$ cat config.mk
export PLATFORM = sky130hd
export DESIGN_NAME = grc_queue
export DESIGN_NICKNAME = d
export VERILOG_FILES = /design/src/sv/grc_queue.sv
export SDC_FILE = /design/constraint.sdc
export NUM_CORES = 1
export LEC_CHECK = 0
export ABC_AREA = 1
export BUFFER_PORTS_ARGS = -buffer_cell sky130_fd_sc_hd__buf_2
export CAP_MARGIN = 40
export CORE_AREA = 2 2 39 41
export DETAILED_ROUTE_END_ITERATION = 8
export DIE_AREA = 0 0 41 43
export GPL_TIMING_DRIVEN = 0
export PLACE_DENSITY = 0.54
export SETUP_SLACK_MARGIN = 0.2
export SYNTH_ARGS = -nofsm -noshare
export SYNTH_HDL_FRONTEND = slang
export SYNTH_SLANG_ARGS = --single-unit
$ cat constraint.sdc
create_clock -name clk -period 1.3 [get_ports clk]
set_clock_uncertainty 0.1 [all_clocks]
set_input_delay 0.26 -clock clk [delete_from_list [all_inputs] [get_ports clk]]
set_output_delay 0.26 -clock clk [all_outputs]
set_load 0.005 [all_outputs]
$ cat src/sv/grc_queue.sv
// grc_queue: short FIFO between the ray front end and the walker.
// Entry type comes from the top level; uses no package items.
module grc_queue #(
  parameter type T     = logic,
  parameter int  DEPTH = 2
) (
  input  logic clk,
  input  logic rst,
  input  logic push_valid,
  output logic push_ready,
  input  T     push_data,
  output logic pop_valid,
  input  logic pop_ready,
  output T     pop_data
);

  localparam int PW = (DEPTH > 1) ? $clog2(DEPTH) : 1;
  localparam int CW = $clog2(DEPTH + 1);

  T              slots [DEPTH];
  logic [PW-1:0] wr_ptr;
  logic [PW-1:0] rd_ptr;
  logic [CW-1:0] count;
  logic          push_fire;
  logic          pop_fire;

  assign push_ready = (count != CW'(DEPTH));
  assign pop_valid  = (count != '0);
  assign pop_data   = slots[rd_ptr];
  assign push_fire  = push_valid && push_ready;
  assign pop_fire   = pop_valid && pop_ready;

  // Store the pushed entry
  always_ff @(posedge clk) begin
    if (push_fire) begin
      slots[wr_ptr] <= push_data;
    end
  end

  // Advance pointers and occupancy
  always_ff @(posedge clk) begin
    if (rst) begin
      wr_ptr <= '0;
      rd_ptr <= '0;
      count  <= '0;
    end else begin
      if (push_fire) begin
        wr_ptr <= (wr_ptr == PW'(DEPTH - 1)) ? '0 : wr_ptr + PW'(1);
      end
      if (pop_fire) begin
        rd_ptr <= (rd_ptr == PW'(DEPTH - 1)) ? '0 : rd_ptr + PW'(1);
      end
      if (push_fire && !pop_fire) begin
        count <= count + CW'(1);
      end else if (pop_fire && !push_fire) begin
        count <= count - CW'(1);
      end
    end
  end

endmodule

==> results of run 1 <==
-- logic make-up (layout without fill, tap and decap cells) --
| family | Yosys count | after routing | share of synthesized area, % |
|---|---|---|---|
| and+or+nand+nor | 19 | 19 | 27.4 |
| AOI/OAI and AO/OA | 4 | 4 | 6.18 |
| muxes | 1 | 1 | 3.47 |
| adders and majority gates | 1 | 1 | 3.86 |
| buffers and inverters | 8 | 27 | 9.65 |
| DFF | 7 | 7 | 49.4 |
-- power by group --
group	total [mW]	switching [mW]	internal, mW
logic	0.712	0.308	0.404
clock network	0.203	0.0859	0.118
registers	0.360	0.0572	0.303
-- worst max-delay path, stage by stage (launching register included) --
cell      delay (ps)
edfxtp_1         350
mux2_4           280
buf_6            110
-- stage by stage --
| stage | hold WS [ps] | utilization, % | TNS, ps | total power, mW |
|---|---|---|---|---|
| 2_1_floorplan | 259 | - | 0 | 0.652 |
| 3_3_place_gp | 358 | 29.8 | 0 | 0.746 |
| 3_5_place_dp | 352 | 29.8 | 0 | 0.745 |
| 4_1_cts | 88.0 | 37.0 | -59.1 | 1.12 |
| 5_1_grt | 90.9 | 41.0 | -212 | 1.36 |
| 6_report | 94.4 | 41.0 | -54.2 | 1.28 |
-- final cells by class --
type / instances / share of cell area (%)
tap: 16 / 3.53
clock buffer: 4 / 4.64
multi-input combinational: 25 / 32.7
timing repair buffer: 15 / 22.7
inverter: 8 / 7.06
sequential: 7 / 29.4
-- synthesized netlist by cell type --
cell	n
nor2_1	7
inv_1	6
nand2_1	6
dfxtp_1	5
a21oi_1	2
edfxtp_1	2
nand2_2	2
nand3_1	2
o21ai_0	2
clkinv_2	1
ha_1	1
inv_2	1
mux2_2	1
nand2_4	1
nand4_1	1
-- final timing paths --
path	from	end	slack, ps	cells after the start
min reg2reg	rd_ptr$_SDFFE_PP0P_	register	400	2
max reg2reg	count[0]$_SDFFE_PP0P_	count[0]$_SDFFE_PP0P_	10	8
max	slots[0]$_DFFE_PP_	pop_data	-50	2
min	push_data	slots[0]$_DFFE_PP_	90	1
-- cells in the final DEF, fill, tap and decap left out --
| master | synthesis | routed |
|---|---|---|
| ha_4 | 0 | 1 |
| nand3_2 | 0 | 1 |
| edfxtp_1 | 2 | 2 |
| nand3_1 | 2 | 1 |
| nand2_4 | 1 | 3 |
| inv_4 | 0 | 2 |
| nor2_4 | 0 | 2 |
| nand2_2 | 2 | 1 |
| inv_2 | 1 | 1 |
| clkbuf_1 | 0 | 1 |
| inv_1 | 6 | 4 |
| dfxtp_2 | 0 | 2 |
| buf_4 | 0 | 4 |
| clkinv_4 | 0 | 1 |
| o21ai_2 | 0 | 1 |
| a21oi_1 | 2 | 2 |
| buf_6 | 0 | 7 |
| dfxtp_4 | 0 | 1 |
| dfxtp_1 | 5 | 2 |
| nand4_1 | 1 | 1 |
| o21ai_0 | 2 | 1 |
| nor2_1 | 7 | 5 |
| mux2_4 | 0 | 1 |
| clkbuf_4 | 0 | 3 |
| nand2_1 | 6 | 5 |
| buf_2 | 0 | 4 |
-- metal layers --
| metal | routed length [microns] | track usage (%) | vias up |
|---|---|---|---|
| li1 | - | - | 164 |
| met1 | 265 | 9.80 | 140 |
| met2 | 303 | 12.5 | 8 |
| met3 | 41 | 3.66 | 4 |
| met4 | 19 | 8.00 | 0 |
| met5 | 0 | 0 | - |
-- what timing repair did --
action / CTS / global route
setup buffers: 4 / 4
gates cloned: 0 / 0
endpoints found under the setup margin: 5 / 9
pin swaps: 9 / 5
endpoints found under the hold margin: 0 / 0
gates resized for setup: 13 / 6
==> metrics.txt, run 1 <==
status=finished, violations left; violated checks=setup timing; post-synthesis cell count=40; register bit total from synthesis=7; mean post-synth cell area=8.10 sq um; max_cap viols=0; placed cells=63; # fillers=143; clock tree buffer depth=2; Final #Nets=66; clk root buf=clkbuf_4; Pre-Repair DR Iteration Count=4; top-area cell type share of the netlist area=30.9%; largest net degree at the start of global routing=5; Worst-Margin Slew=162 ps; DRC Markers=0; crit path time final=1350 ps; syn_nets=46; Max-Slew Margin vs Limit=89.2%; Post-Synthesis Cell Area=324 sq um; RSZ-0062 raised after global routing=true; register area=166 sq um; DR iter-0 viols=7; Cell Area, Placed=413 sq um; final worst slack=-54.2 ps; warnings from Yosys=0; CP Class=reg -> out; Worst Path Required=940 ps; largest cells by area after synthesis=dfxtp_1, edfxtp_1, nor2_1; clock transition at the registers of the reported paths=50 ps; starting density of the core=23.4%; DR WL/cell=8.39 microns; worst-path fanout max=1; die area=1760 sq um; LEAKAGE=0.261 nW; Die Height=43 microns; pre-CTS WS=9.23 ps; Final Cell Area=567 sq um; Remaining Overflow, GRT=0; Critical Path AT=990 ps; Slew Viols, Final=0; CORE AREA=1380 sq um; Critical Path Sink Type=output port; # H-tree levels=1; # diodes=0; final wirelength=629 microns; cts hold-fix bufs=0; CTS tree=built; Routability Congestion=0.708; Seq/Total Area, Yosys=49.4%; share of layout cells above drive strength 1=59.3%; Final period util=104%; vias in the first global route=262; final non-filler cell total=75; area occupied by multi-input gates=185 sq um; worst min path class=in -> reg; boundary pin count=8; post-synth cell types=15; GRT Overall Usage=8.98%; Final Hold Fails=0; die width=41 microns; antenna-violating nets left=0; area delta synth->final=74.9%; CP startpoint kind=register; initial antenna violation count=0; Num Clock Sinks=7; total CTS buffers=3; Fmax=738 MHz; maximum VDD drop=0.992 mV; drt via density=4.21; worst-skew pair later-pin latency=250 ps; post-DP HPWL=416 microns; P per Cell Area=2250 nW/um^2; PortBufs=7; Final setup viols=1; Synth area leader=dfxtp_1; via count=316; FP Rows=14; first-pass GRT wire length=1010 microns
Note: power is estimated with default switching activity, not from simulation.
==> run 2, diff against run 1 <==
--- a/config.mk
+++ b/config.mk
@@ -13,6 +13,7 @@
 export DIE_AREA = 0 0 41 43
 export GPL_TIMING_DRIVEN = 0
 export PLACE_DENSITY = 0.54
+export RECOVER_POWER = 50
 export SETUP_SLACK_MARGIN = 0.2
 export SYNTH_ARGS = -nofsm -noshare
 export SYNTH_HDL_FRONTEND = slang
==> metrics.txt, run 2 (same netlist as run 1, synthesis figures left out) <==
CTS tree=built (unchanged); Slew Viols, Final=0 (unchanged); share of layout cells above drive strength 1=57.6% (was 59.3%); most common cell after layout, fill and taps aside=buf_6 (unchanged); initial antenna violation count=0 (unchanged); area delta synth->final=74.5% (was 74.9%); Power Total=1.27 mW (was 1.28 mW); CP Class=reg -> out (unchanged); crit path time final=1350 ps (unchanged); Final period util=104% (unchanged); Pre-Repair DR Iteration Count=4 (unchanged); die width=41 microns (unchanged); DRC Markers=0 (unchanged); pre-CTS WS=9.23 ps (unchanged); post-DP HPWL=416 microns (unchanged); CORE AREA=1380 sq um (unchanged); status=finished, violations left (unchanged); cts hold-fix bufs=0 (unchanged); worst-path fanout max=1 (unchanged); final non-filler cell total=75 (unchanged); Final Hold Fails=0 (unchanged); Critical Path Sink Type=output port (unchanged); worst min path class=in -> reg (unchanged); die area=1760 sq um (unchanged); starting density of the core=23.4% (unchanged); Final #Nets=66 (unchanged); GRT Overall Usage=8.98% (unchanged); largest net degree at the start of global routing=5 (unchanged); boundary pin count=8 (unchanged); maximum VDD drop=0.982 mV (was 0.992 mV); CP startpoint kind=register (unchanged); GRT busiest layer=met2 (unchanged); DR iter-0 viols=7 (unchanged); met2 Usage GRT=12.5% (unchanged); first-pass GRT wire length=1010 microns (unchanged); Critical Path AT=990 ps (about the same); P per Cell Area=2250 nW/um^2 (about the same); FP Rows=14 (unchanged); # fillers=141 (was 143); final wirelength=629 microns (unchanged); Die Height=43 microns (unchanged); Fin Setup TNS=-63.0 ps (was -54.2 ps); Worst Path Required=940 ps (about the same); Final setup viols=2 (was 1); drt via density=4.21 (unchanged); most frequent cells in the layout=buf_6, nand2_1, nor2_1 (unchanged); RSZ-0062 raised after global routing=true (unchanged); final worst slack=-54.2 ps (unchanged); GR Layer Usage met1=9.80% (unchanged); clock transition at the registers of the reported paths=50 ps (about the same); Remaining Overflow, GRT=0 (unchanged); area occupied by multi-input gates=185 sq um (unchanged); total CTS buffers=3 (unchanged); Worst-Margin Slew=162 ps (unchanged); met3 Track Usage GR=3.66% (unchanged); antenna-violating nets left=0 (unchanged); placed cells=63 (unchanged); PortBufs=7 (unchanged); LEAKAGE=0.261 nW (about the same); # H-tree levels=1 (unchanged); clock tree buffer depth=2 (unchanged); Num Clock Sinks=7 (unchanged); Max-Slew Margin vs Limit=89.2% (unchanged); fin util=40.9% (was 41.0%); Fmax=738 MHz (unchanged); worst-skew pair later-pin latency=250 ps (about the same); max_cap viols=0 (unchanged); clk root buf=clkbuf_4 (unchanged); vias in the first global route=262 (unchanged); DR WL/cell=8.39 microns (unchanged); # diodes=0 (unchanged); Routability Congestion=0.708 (unchanged); violated checks=setup timing (unchanged); via count=316 (unchanged); register area=165 sq um (was 166 sq um)
-- run 2: changes by cell type in the layout (fill, tap and decap cells not counted) --
cell / before / now
dfxtp_1: 2 / 3
dfxtp_2: 2 / 1
-- run 2: metal layers --
layer  wire length (microns)  share of wire, %
met5                       0                 0
met3                      41               6.5
met1                     265                42
met2                     303                48
met4                      19               3.0
-- run 2: critical path, stage by stage (launching register included) --
cell	delay, ps
edfxtp_1	350
mux2_4	280
buf_6	110
-- run 2: area by class of cell --
cell class	count	area share (%)
clock buffer	4	4.65
tap	16	3.54
sequential	7	29.2
inverter	8	7.08
timing repair buffer	15	22.8
multi-input combinational	25	32.7
-- run 2: what timing repair did --
action	in CTS	in global routing
gates resized for setup	13	6
pin swaps	9	5
cloned	0	0
buffers inserted	4	4
hold endpoints to repair	0	0
setup endpoints to repair	5	9
-- run 2: final timing paths --
check | from | endpoint | slack, ps | cells past startpoint
worst max register to register | count[0]$_SDFFE_PP0P_ | count[1]$_SDFFE_PP0P_ | 0 | 10
worst min register to register | rd_ptr$_SDFFE_PP0P_ | register | 400 | 2
worst max-delay path | slots[0]$_DFFE_PP_ | pop_data | -50 | 2
worst min-delay path | push_data | slots[0]$_DFFE_PP_ | 90 | 1
-- run 2: per-stage QoR --
step / hold slack (ps) / instance area (sq um)
after floorplan: 259 / 358
after global placement: 358 / 413
after detailed placement: 352 / 413
after CTS: 88.0 / 512
after global routing: 90.9 / 566
final: 94.4 / 566
-- run 2: power by group --
part / switching, mW / leakage, nW / internal, mW
Clock: 0.0859 / 0.0150 / 0.118
Sequential: 0.0572 / 0.0611 / 0.300
Combinational: 0.308 / 0.185 / 0.403
